==> src/hw/rtl/bfra_pkg.sv <==
// Shared types and codes for the bounded FIFO running-average block.
// No dependencies.
package bfra_pkg;

   // Command codes on the request channel
   localparam logic CMD_INSERT = 1'b0;
   localparam logic CMD_REMOVE = 1'b1;

   // Per-cell control: shift toward the head, or load a new value
   typedef struct packed {
      logic shift;
      logic load;
   } cell_ctrl_type;

   // Top-level sequencer, one-hot
   typedef enum logic [2:0] {
      ST_IDLE   = 3'b001,
      ST_DIVIDE = 3'b010,
      ST_HOLD   = 3'b100
   } state_type;

endpackage

==> src/hw/rtl/bfra_chan_if.sv <==
// Valid/ready channel interfaces for requests and responses.
// Depends on nothing; widths come from parameters.
interface bfra_req_if #(
   parameter int VALUE_BITS = 10
);
   logic                  valid;
   logic                  ready;
   logic                  command;
   logic [VALUE_BITS-1:0] value;

   modport source (output valid, output command, output value, input ready);
   modport sink   (input valid, input command, input value, output ready);
endinterface

interface bfra_rsp_if #(
   parameter int VALUE_BITS = 10,
   parameter int OCC_BITS   = 3
);
   logic                  valid;
   logic                  ready;
   logic [VALUE_BITS-1:0] average;
   logic [VALUE_BITS-1:0] removed_value;
   logic                  error;
   logic [OCC_BITS-1:0]   occupancy;

   modport source (output valid, output average, output removed_value,
                   output error, output occupancy, input ready);
   modport sink   (input valid, input average, input removed_value,
                   input error, input occupancy, output ready);
endinterface

==> src/hw/rtl/bfra_cell.sv <==
// One storage cell of the FIFO chain: loads a new value or takes its neighbor's.
// Depends on bfra_pkg.
module bfra_cell #(
   parameter int VALUE_BITS = 10
) (
   input  logic                    clock,
   input  bfra_pkg::cell_ctrl_type ctrl,
   input  logic [VALUE_BITS-1:0]   load_value,
   input  logic [VALUE_BITS-1:0]   next_value,
   output logic [VALUE_BITS-1:0]   value
);
   logic [VALUE_BITS-1:0] value_ff;
   logic [VALUE_BITS-1:0] value_in;

   // load wins: on a full insert the tail cell shifts and loads at once
   always_comb begin
      value_in = value_ff;
      if (ctrl.load) begin
         value_in = load_value;
      end else if (ctrl.shift) begin
         value_in = next_value;
      end
   end

   always_ff @(posedge clock) begin
      value_ff <= value_in;
   end

   assign value = value_ff;
endmodule

==> src/hw/rtl/bfra_divider.sv <==
// Restoring divider, one quotient bit per cycle.
// No package dependencies.
module bfra_divider #(
   parameter int DVD_BITS = 13,
   parameter int DVS_BITS = 3
) (
   input  logic                clock,
   input  logic                reset,
   input  logic                start,
   input  logic [DVD_BITS-1:0] dividend,
   input  logic [DVS_BITS-1:0] divisor,
   output logic                done,
   output logic [DVD_BITS-1:0] quotient,
   output logic [DVS_BITS-1:0] remainder
);
   localparam int STEP_BITS = $clog2(DVD_BITS + 1);

   logic                 busy_ff, busy_in;
   logic                 done_ff, done_in;
   logic [STEP_BITS-1:0] step_ff, step_in;
   logic [DVD_BITS-1:0]  dvd_ff, dvd_in;
   logic [DVS_BITS-1:0]  rem_ff, rem_in;
   logic [DVS_BITS-1:0]  dvs_ff, dvs_in;
   logic [DVS_BITS:0]    trial;
   logic                 qbit;

   assign trial = {rem_ff, dvd_ff[DVD_BITS-1]};
   assign qbit  = (trial >= {1'b0, dvs_ff});

   always_comb begin
      busy_in = busy_ff;
      done_in = 1'b0;
      step_in = step_ff;
      dvd_in  = dvd_ff;
      rem_in  = rem_ff;
      dvs_in  = dvs_ff;
      if (start) begin
         busy_in = 1'b1;
         step_in = STEP_BITS'(DVD_BITS);
         dvd_in  = dividend;
         rem_in  = '0;
         dvs_in  = divisor;
      end else if (busy_ff) begin
         // quotient bits shift in behind the dividend bits
         dvd_in  = {dvd_ff[DVD_BITS-2:0], qbit};
         rem_in  = qbit ? DVS_BITS'(trial - {1'b0, dvs_ff}) : trial[DVS_BITS-1:0];
         step_in = step_ff - 1'b1;
         if (step_ff == STEP_BITS'(1)) begin
            busy_in = 1'b0;
            done_in = 1'b1;
         end
      end
   end

   always_ff @(posedge clock) begin
      if (reset) begin
         busy_ff <= 1'b0;
         done_ff <= 1'b0;
         step_ff <= '0;
      end else begin
         busy_ff <= busy_in;
         done_ff <= done_in;
         step_ff <= step_in;
      end
      dvd_ff <= dvd_in;
      rem_ff <= rem_in;
      dvs_ff <= dvs_in;
   end

   assign done      = done_ff;
   assign quotient  = dvd_ff;
   assign remainder = rem_ff;
endmodule

==> src/hw/rtl/bounded_fifo_running_average.sv <==
// Top level: bounded FIFO with running sum and rounded running average.
// Depends on bfra_pkg, bfra_chan_if, bfra_cell, bfra_divider.
//
//   channel | dir | payload                                     | accepted when
//   req     | in  | command, value                              | req.valid & req.ready
//   rsp     | out | average, removed_value, error, occupancy    | rsp.valid & rsp.ready
//
// Remove item: staged in the res registers at accept, then moved to the response
//   register from ST_HOLD. Insert item: the divider forms sum / count, one
//   quotient bit per cycle; the rounded result is staged in the res registers,
//   then moved to the response register before a new request is taken.
// One item is in flight at a time; the response register frees the request side
//   while a finished item waits on rsp.
// Reset (synchronous) empties the queue and clears the sum; cell contents are left.
// A stall on rsp holds the finished item; the next item is only held up once a
//   second result is ready while the first still waits.
module bounded_fifo_running_average #(
   parameter int CAPACITY   = 5,
   parameter int VALUE_BITS = 10
) (
   input logic       clock,
   input logic       reset,
   bfra_req_if.sink   req,
   bfra_rsp_if.source rsp
);
   localparam int CNT_W = $clog2(CAPACITY + 1);
   localparam int SUM_W = VALUE_BITS + CNT_W;

   bfra_pkg::state_type state_ff, state_in;

   logic [CNT_W-1:0]      count_ff, count_in;
   logic [SUM_W-1:0]      sum_ff, sum_in;

   // staged result of the current item
   logic [VALUE_BITS-1:0] res_avg_ff, res_avg_in;
   logic [VALUE_BITS-1:0] res_rem_ff, res_rem_in;
   logic                  res_err_ff, res_err_in;
   logic [CNT_W-1:0]      res_occ_ff, res_occ_in;

   // response register
   logic                  rsp_valid_ff, rsp_valid_in;
   logic [VALUE_BITS-1:0] rsp_avg_ff, rsp_avg_in;
   logic [VALUE_BITS-1:0] rsp_rem_ff, rsp_rem_in;
   logic                  rsp_err_ff, rsp_err_in;
   logic [CNT_W-1:0]      rsp_occ_ff, rsp_occ_in;

   logic                  accept, is_insert, full, empty, pop, push, out_free;
   logic [CNT_W-1:0]      wpos;
   logic [VALUE_BITS-1:0] cell_val [CAPACITY];
   logic [VALUE_BITS-1:0] head_val;

   logic                  div_done;
   logic [SUM_W-1:0]      div_quot;
   logic [CNT_W-1:0]      div_rem;
   logic [CNT_W:0]        twice_rem;
   logic                  round_up;
   logic [VALUE_BITS-1:0] avg_rounded;

   assign req.ready = (state_ff == bfra_pkg::ST_IDLE);
   assign accept    = req.valid && req.ready;
   assign is_insert = (req.command == bfra_pkg::CMD_INSERT);
   assign full      = (count_ff == CNT_W'(CAPACITY));
   assign empty     = (count_ff == '0);
   assign push      = accept && is_insert;
   // insert on a full queue evicts the oldest; remove pops unless empty
   assign pop       = accept && (is_insert ? full : !empty);
   assign wpos      = full ? CNT_W'(CAPACITY - 1) : count_ff;
   assign head_val  = cell_val[0];

   // chain of cells, cell 0 holds the oldest value
   for (genvar i = 0; i < CAPACITY; i++) begin : g_cell
      bfra_pkg::cell_ctrl_type ctrl;
      logic [VALUE_BITS-1:0]   nxt;

      assign ctrl.shift = pop;
      assign ctrl.load  = push && (wpos == CNT_W'(i));
      if (i == CAPACITY - 1) begin : g_tail
         assign nxt = '0;
      end else begin : g_body
         assign nxt = cell_val[i+1];
      end

      bfra_cell #(.VALUE_BITS(VALUE_BITS)) u_cell (
         .clock      (clock),
         .ctrl       (ctrl),
         .load_value (req.value),
         .next_value (nxt),
         .value      (cell_val[i])
      );
   end

   // running sum and count
   always_comb begin
      sum_in   = sum_ff;
      count_in = count_ff;
      if (pop) begin
         sum_in = sum_in - SUM_W'(head_val);
      end
      if (push) begin
         sum_in = sum_in + SUM_W'(req.value);
      end
      if (push && !full) begin
         count_in = count_ff + 1'b1;
      end else if (pop && !is_insert) begin
         count_in = count_ff - 1'b1;
      end
   end

   bfra_divider #(.DVD_BITS(SUM_W), .DVS_BITS(CNT_W)) u_div (
      .clock     (clock),
      .reset     (reset),
      .start     (push),
      .dividend  (sum_in),
      .divisor   (count_in),
      .done      (div_done),
      .quotient  (div_quot),
      .remainder (div_rem)
   );

   // round half to even: up if 2r > n, or 2r == n and q odd
   assign twice_rem   = {div_rem, 1'b0};
   assign round_up    = (twice_rem > {1'b0, count_ff}) ||
                        ((twice_rem == {1'b0, count_ff}) && div_quot[0]);
   assign avg_rounded = div_quot[VALUE_BITS-1:0] + VALUE_BITS'(round_up);

   assign out_free = !rsp_valid_ff || rsp.ready;

   always_comb begin
      state_in     = state_ff;
      res_avg_in   = res_avg_ff;
      res_rem_in   = res_rem_ff;
      res_err_in   = res_err_ff;
      res_occ_in   = res_occ_ff;
      rsp_valid_in = rsp_valid_ff && !rsp.ready;
      rsp_avg_in   = rsp_avg_ff;
      rsp_rem_in   = rsp_rem_ff;
      rsp_err_in   = rsp_err_ff;
      rsp_occ_in   = rsp_occ_ff;
      case (state_ff)
         bfra_pkg::ST_IDLE: begin
            if (accept) begin
               res_avg_in = '0;
               res_rem_in = '0;
               res_err_in = 1'b0;
               res_occ_in = count_in;
               if (is_insert) begin
                  state_in = bfra_pkg::ST_DIVIDE;
               end else begin
                  state_in = bfra_pkg::ST_HOLD;
                  if (empty) begin
                     res_err_in = 1'b1;
                     res_occ_in = '0;
                  end else begin
                     res_rem_in = head_val;
                  end
               end
            end
         end
         bfra_pkg::ST_DIVIDE: begin
            if (div_done) begin
               res_avg_in = avg_rounded;
               state_in   = bfra_pkg::ST_HOLD;
            end
         end
         bfra_pkg::ST_HOLD: begin
            if (out_free) begin
               rsp_valid_in = 1'b1;
               rsp_avg_in   = res_avg_ff;
               rsp_rem_in   = res_rem_ff;
               rsp_err_in   = res_err_ff;
               rsp_occ_in   = res_occ_ff;
               state_in     = bfra_pkg::ST_IDLE;
            end
         end
         default: begin
            state_in = bfra_pkg::ST_IDLE;
         end
      endcase
   end

   always_ff @(posedge clock) begin
      if (reset) begin
         state_ff     <= bfra_pkg::ST_IDLE;
         count_ff     <= '0;
         sum_ff       <= '0;
         rsp_valid_ff <= 1'b0;
      end else begin
         state_ff     <= state_in;
         count_ff     <= count_in;
         sum_ff       <= sum_in;
         rsp_valid_ff <= rsp_valid_in;
      end
      res_avg_ff <= res_avg_in;
      res_rem_ff <= res_rem_in;
      res_err_ff <= res_err_in;
      res_occ_ff <= res_occ_in;
      rsp_avg_ff <= rsp_avg_in;
      rsp_rem_ff <= rsp_rem_in;
      rsp_err_ff <= rsp_err_in;
      rsp_occ_ff <= rsp_occ_in;
   end

   assign rsp.valid         = rsp_valid_ff;
   assign rsp.average       = rsp_avg_ff;
   assign rsp.removed_value = rsp_rem_ff;
   assign rsp.error         = rsp_err_ff;
   assign rsp.occupancy     = rsp_occ_ff;
endmodule

==> src/flat_wrapper.sv <==
// flat-port wrapper written by rule: the top's interface ports become plain ports
module bounded_fifo_running_average_flat 
#(
   parameter int CAPACITY   = 5,
   parameter int VALUE_BITS = 10
)
  (clock, reset, req_valid, req_command, req_value, req_ready, rsp_valid, rsp_average, rsp_removed_value, rsp_error, rsp_occupancy, rsp_ready);
  bfra_req_if #(.VALUE_BITS(VALUE_BITS)) req_i ();
  bfra_rsp_if #(.VALUE_BITS(VALUE_BITS)) rsp_i ();
  input logic clock;
  input logic reset;
  input wire logic [$bits(req_i.valid)-1:0] req_valid;
  input wire logic [$bits(req_i.command)-1:0] req_command;
  input wire logic [$bits(req_i.value)-1:0] req_value;
  output wire logic [$bits(req_i.ready)-1:0] req_ready;
  output wire logic [$bits(rsp_i.valid)-1:0] rsp_valid;
  output wire logic [$bits(rsp_i.average)-1:0] rsp_average;
  output wire logic [$bits(rsp_i.removed_value)-1:0] rsp_removed_value;
  output wire logic [$bits(rsp_i.error)-1:0] rsp_error;
  output wire logic [$bits(rsp_i.occupancy)-1:0] rsp_occupancy;
  input wire logic [$bits(rsp_i.ready)-1:0] rsp_ready;
  assign req_i.valid = req_valid;
  assign req_i.command = req_command;
  assign req_i.value = req_value;
  assign req_ready = req_i.ready;
  assign rsp_valid = rsp_i.valid;
  assign rsp_average = rsp_i.average;
  assign rsp_removed_value = rsp_i.removed_value;
  assign rsp_error = rsp_i.error;
  assign rsp_occupancy = rsp_i.occupancy;
  assign rsp_i.ready = rsp_ready;
  bounded_fifo_running_average #(.CAPACITY(CAPACITY), .VALUE_BITS(VALUE_BITS)) u_core (.clock(clock), .reset(reset), .req(req_i), .rsp(rsp_i));
endmodule
==> config.mk <==
export PLATFORM = sky130hd
export DESIGN_NAME = bounded_fifo_running_average_flat
export DESIGN_NICKNAME = d
export VERILOG_FILES = /design/src/hw/rtl/bfra_pkg.sv /design/src/hw/rtl/bfra_chan_if.sv /design/src/hw/rtl/bfra_cell.sv /design/src/hw/rtl/bfra_divider.sv /design/src/hw/rtl/bounded_fifo_running_average.sv /design/src/flat_wrapper.sv
export SDC_FILE = /design/constraint.sdc
export NUM_CORES = 1
export LEC_CHECK = 0
export ABC_AREA = 1
export BUFFER_PORTS_ARGS = -buffer_cell sky130_fd_sc_hd__buf_2
export CAP_MARGIN = 20
export CORE_ASPECT_RATIO = 1.4
export CORE_MARGIN = 4
export CORE_UTILIZATION = 60
export CTS_CLUSTER_SIZE = 28
export DETAILED_ROUTE_END_ITERATION = 8
export GPL_TIMING_DRIVEN = 1
export PLACE_DENSITY = 0.86
export SETUP_SLACK_MARGIN = 0.1
export SLEW_MARGIN = 30
export SYNTH_ARGS = -nofsm -noshare
export SYNTH_HDL_FRONTEND = slang
export SYNTH_SLANG_ARGS = --single-unit
==> constraint.sdc <==
create_clock -name clock -period 4.7 [get_ports clock]
set_clock_uncertainty 0.1 [all_clocks]
set_input_delay 0.94 -clock clock [delete_from_list [all_inputs] [get_ports clock]]
set_output_delay 0.94 -clock clock [all_outputs]
set_load 0.005 [all_outputs]
Word level (Yosys, flattened, before mapping)
Index checks and enable logic that the tools add are counted.
{ "op_classes": {"n_lt_le_gt_ge": 2, "eq_ne": 13, "n_mux": 38, "addsub": 7, "bitwise_logic": 2, "reduce_logical": 34} }
{ "op_table": {"columns": ["cell", "n"], "rows": [
  ["10-bit two-way mux", 12],
  ["13-bit two-way mux", 4],
  ["3-bit two-way mux", 10],
  ["10-bit case mux with 2 select lines", 1],
  ["2-bit nonzero test", 7],
  ["13-bit by 10-bit adder with 13-bit output", 1],
  ["13-bit by 10-bit subtractor with 13-bit output", 1],
  ["1-bit logical AND", 12],
  ["10-bit by 1-bit adder with 10-bit output", 1],
  ["3-bit by 2-bit == test with 1-bit output (second input constant)", 3],
  ["3-bit == test (second input constant)", 3],
  ["3-bit case mux with 3 select lines", 1],
  ["1-bit two-way mux", 8],
  ["4-bit two-way mux", 2],
  ["3-bit by 1-bit == test with 1-bit output (second input constant)", 2],
  ["3-bit zero test", 2],
  ["3-bit AND reduction", 2],
  ["4-bit by 1-bit == test with 1-bit output (second input constant)", 1],
  ["4-bit by 3-bit == test with 1-bit output", 1],
  ["4-bit by 3-bit >= comparator with 1-bit output", 1],
  ["4-bit by 3-bit greater-than comparator with 1-bit output", 1],
  ["1-bit zero test", 4],
  ["2-bit != test (second input constant)", 2],
  ["2-bit AND reduction", 2],
  ["other kinds (9)", 12]
]} }
{ "word_totals": {"output_inout_bits": 26, "register_bits": 143, "input_bits": 15} }

Longest topological paths before layout
{ "logic_depth": {"word_depth": 9, "ltp_mapped": 26} }

Modules after synthesis
A second synthesis with hierarchy kept.
{ "hier_totals": {"hier_cells": 850, "area_unflattened_um2": 7455.9} }
{ "by_module_without_submodules": {"columns": ["mod", "n_inst", "area_per_inst_um2", "cells_per_inst"], "rows": [
  ["bounded_fifo_running_average", 1, 4112.7, 501],
  ["bfra_cell", 5, 434.2, 43],
  ["bfra_divider", 1, 1172.4, 134]
]} }

Worst setup path before layout
No wires, ideal clock.
{ "synth_path": {"path_kind": "input to register", "start": "input req_valid", "end": "register u_core.u_div.dvd_ff[8] (netlist: u_core.u_div.quotient[8]), data pin", "cell_stages": 13, "setup_ps": 270, "arrival_time_ps": 3114, "setup_slack_ps": 1216, "path_buffers": 0, "required_time_ps": 4330, "path_cell_list": "nand4_2 > inv_2 > nand2_4 > o21ai_0 > ha_1 > inv_1 > fa_1 > o21bai_1 > nand2_1 > o21ai_0 > a21oi_1 > o21ai_0 > o21ai_0"} }
{ "synth_via": {"elab_chain_cells": 6} }
{ "synth_rtl": {"columns": ["element", "line_no", "text"], "rows": [
  ["from (decl)", "flat_wrapper.sv:12", "input wire logic [$bits(req_i.valid)-1:0] req_valid;"],
  ["1-bit logical AND (*)", "bounded_fifo_running_average.sv:60", "assign accept = req.valid && req.ready;"],
  ["1-bit logical AND", "bounded_fifo_running_average.sv:66", "assign pop = accept && (is_insert ? full : !empty);"],
  ["13-bit two-way mux", "bounded_fifo_running_average.sv:96", "if (pop) begin"],
  ["13-bit by 10-bit adder with 13-bit output", "bounded_fifo_running_average.sv:100", "sum_in = sum_in + SUM_W'(req.value);"],
  ["13-bit two-way mux", "bounded_fifo_running_average.sv:99", "if (push) begin"],
  ["13-bit two-way mux (*)", "bfra_divider.sv:37", "if (start) begin"],
  ["net u_core.u_div.dvd_in[8]", "bfra_divider.sv:21", "logic [DVD_BITS-1:0] dvd_ff, dvd_in;"],
  ["to (signal assigned)", "bfra_divider.sv:65", "dvd_ff <= dvd_in;"],
  ["to (decl)", "bfra_divider.sv:21", null]
]} }
The timed path passes the listed nets; every way through them passes the cells marked *.
A chain may end at the register's enable or synchronous reset.

Worst setup path in the final report
Ends and elaborated chain as after synthesis.

==> results.cfg <==
[run_status]
status = finished clean

[grt]
antenna_found_initial = 0
grt_max_degree = 26
grt_usage = 0.2368
grt_pass1_vias = 5264
grt_pass1_wl_um = 24760
overflow = 0

[routing]
drc = 0
postRouteAntennaNets = 0
dr.pass1.iters = 5
vias_per_cell = 5.637
drt-initial-drc-count = 477
wl_per_cell_um = 15.80
wl_um = 14950
via_count = 5333

[floorplanning]
initial_core_util = 0.6159
die_x_um = 99.41
dieArea_sq_um = 13520
rows = 46
io_pins = 41
core_sq_um = 11400
fp.dieH_um = 136.0

[pwr]
clockPowerShare = 0.363
intPower_mw = 2.650
switchingPower_mw = 1.096
seqPwrFrac = 0.428
leakagePower_nw = 3.552
ir_drop_uv = 301.4
power.density_nw_per_um2 = 469.4
pwr-share-comb = 0.208
swShare = 0.2926

[timing]
hold_viol = 0
tightestPinTransition_ps = 915.4
period_needed_ps = 3721
relSlewSlack = 0.3898
slew_viol_final = 0
max_freq_mhz = 268.8
fin_tns_setup_ps = 0
rsz0062_at_grt = no
fin_crit_sh = 0.7916
setup_viol = 0

[final_layout]
antennaDiodeCount = 0
area_growth_syn_to_layout_pct = 13.69
fin_cells = 946
fin_area_sq_um = 7980
drive_gt1_frac = 0.1209
nNetsFinal = 842

[cts]
clock_latency_ps = 420
cts_tree = yes
cts_buffers = 17
htree_num_levels = 4
cts_buffer_depth = 2
cts.sinks = 143
holdBufCountCts = 0
root_buffer = clkbuf_16
cts_setup_buffers = 0
clk_pin_slew_ps = 60
cts_resized = 0

[setup_path]
r2r_slack_ps = 1100
start_kind = primary input
path_cells = buf_2 > nand4_2 > inv_2 > nand2_4 > o21ai_0 > ha_1 > inv_1 > fa_1 > o21bai_1 > nand2_1 > o21ai_0 > a21oi_1 > o21ai_0 > o21ai_0
r2r-end = u_core.u_div.quotient[7]
required_ps = 4750
cpMaxStageDelayCell = fa_1
crit_arrival_ps = 3770
path_common_cell = o21ai_0
r2r_start = u_core.count_ff[0]
end_kind = flop
critPathLaunch = req_valid
crit_end = u_core.u_div.quotient[8]
crit_cells = 14
cp_max_fo = 18
path_delay_family = compound AO/OA/AOI/OAI gates
r2r_cells = 16
critical_path_class = primary input to flop
slowest_delay_ps = 410
cp.buffers_inverters = 3

[placed_design]
dpl.cell_count = 914
gp_congestion = 0.9151
dpl-instance-area_sq_um = 7375
portBuffers = 40
hpwl_um = 10940

[logic_synthesis]
synth_area_sq_um = 7019
synthMuxAreaShare = 0
synth-xor-area-share = 0.009982
ys_ff_latch = 143
synth_nets = 795
ys_types = 35
synthAdderAreaFrac = 0.07094
syn_avg_cell_area_sq_um = 9.460
yosys.area_share.simple = 0.1740
synth_top_family_by_area = simple AND/OR/NAND/NOR gates
syn-instance-count = 742
ys_seq_area_frac = 0.5704
synth_compound_area_frac = 0.1086
yosys_warnings = 0

[run]
max-cap-violations = 0

[hold_path]
min_path_type = flop to flop
==> metrics by stage <==
stage          hold WS [ps]    util  worst slack [ps]  power, mW
6_report              312.9  0.7003             979.3      3.746
5_1_grt               319.6  0.7003             624.7      3.956
4_1_cts               318.8  0.7003              1035      3.745
3_5_place_dp          305.4  0.6471             608.0      2.387
3_3_place_gp          301.5  0.6471             657.5      2.335
2_1_floorplan         300.3       -              1216      2.179
==> logic make-up (layout without fill, tap and decap cells) <==
family                     count (synthesis)  after routing
adders and majority gates                 38             38
xor gates and xnor gates                   8              8
AOI/OAI and AO/OA                        144            144
DFF                                      143            143
and+or+nand+nor                          287            287
buffers and inverters                    122            182
==> synth_stat cells <==
master,instances,share of area
nand4_1,9,0.0080
nor2_2,3,0.0027
nand4_2,1,0.0018
edfxtp_1,114,0.49
a31oi_1,4,0.0036
a2111oi_0,1,0.0012
nand3b_1,1,0.0011
nor2_1,62,0.033
xor2_1,5,0.0062
a21oi_1,51,0.036
or2_2,4,0.0036
a21o_1,1,0.0011
a41oi_1,1,0.0012
o22ai_1,6,0.0053
nand2_4,1,0.0016
nand2_2,2,0.0018
o21bai_1,4,0.0043
buf_4,1,0.0011
nor2_4,2,0.0032
nor3_1,7,0.0050
inv_1,99,0.053
o2111ai_1,1,0.0012
ha_1,35,0.062
xnor2_1,3,0.0037
o21ai_0,73,0.052
dfxtp_1,29,0.083
nor3b_1,2,0.0021
nand3_1,23,0.016
inv_2,5,0.0027
buf_2,2,0.0014
nand3_2,3,0.0043
clkbuf_1,15,0.0080
fa_1,3,0.0086
o21a_1,2,0.0021
nand2_1,167,0.089
==> worst min-delay path by stage <==
stage                                     from               endpoint  slack, ps  depth (start not counted)
after floorplan           u_core.res_avg_ff[0]  u_core.rsp.average[0]        300                          0
after global placement    u_core.res_avg_ff[4]  u_core.rsp.average[4]        300                          0
after detailed placement  u_core.res_avg_ff[6]  u_core.rsp.average[6]        310                          0
after CTS                 u_core.res_avg_ff[3]  u_core.rsp.average[3]        320                          0
after global routing      u_core.res_avg_ff[3]  u_core.rsp.average[3]        320                          0
final                     u_core.res_avg_ff[3]  u_core.rsp.average[3]        310                          0
==> layout make-up <==
cell class | instances | area (sq um)
flip-flops and latches | 143 | 4004
fillers | 765 | 3416
multi-input cells | 477 | 2555
clock buffers | 21 | 450.4
inverters | 104 | 390.4
repair buffers | 46 | 245.2
well taps | 144 | 180.2
clock inverters | 11 | 155.1
==> registers in the layout (all words and copies together), names as in the netlist, 3 cells and up <==
name,flops
u_core.count_ff,3
u_core.g_cell.u_cell.value,50
u_core.res_rem_ff,10
u_core.u_div.dvs_ff,3
u_core.res_avg_ff,10
u_core.u_div.quotient,13
u_core.rsp.average,10
u_core.rsp.occupancy,3
u_core.sum_ff,13
u_core.res_occ_ff,3
u_core.rsp.removed_value,10
u_core.u_div.step_ff,4
u_core.u_div.remainder,3
u_core.state_ff,3
==> power groups by stage <==
stage,Combinational (mW),Clock (mW),Sequential [mW]
2_1_floorplan,0.576,0,1.60
3_3_place_gp,0.716,0,1.62
3_5_place_dp,0.759,0,1.63
4_1_cts,0.773,1.37,1.60
5_1_grt,0.897,1.44,1.62
6_report,0.781,1.36,1.60
==> layout by cell type (no fill, tap or decap), drive strengths merged <==
cell      Yosys  layout
a2111oi       1       1
a21o          1       1
a21oi        51      51
a31oi         4       4
a41oi         1       1
buf           3      46
bufinv        0       3
clkbuf       15      21
clkinv        0       1
clkinvlp      0       3
dfxtp        29      29
edfxtp      114     114
fa            3       3
ha           35      35
inv         104     108
nand2       170     170
nand3        26      26
nand3b        1       1
nand4        10      10
nor2         67      67
nor3          7       7
nor3b         2       2
o2111ai       1       1
o21a          2       2
o21ai        73      73
o21bai        4       4
o22ai         6       6
or2           4       4
xnor2         3       3
xor2          5       5
==> per-layer routing <==
layer  part of all wire  routed length (um)  GRT usage
met2               0.52                7765     0.4073
met5                  0                   0          0
met1               0.37                5500     0.2656
met3              0.062                 928    0.05903
met4              0.050                 753     0.1359
No activity file was read; power rests on OpenSTA's default activity.
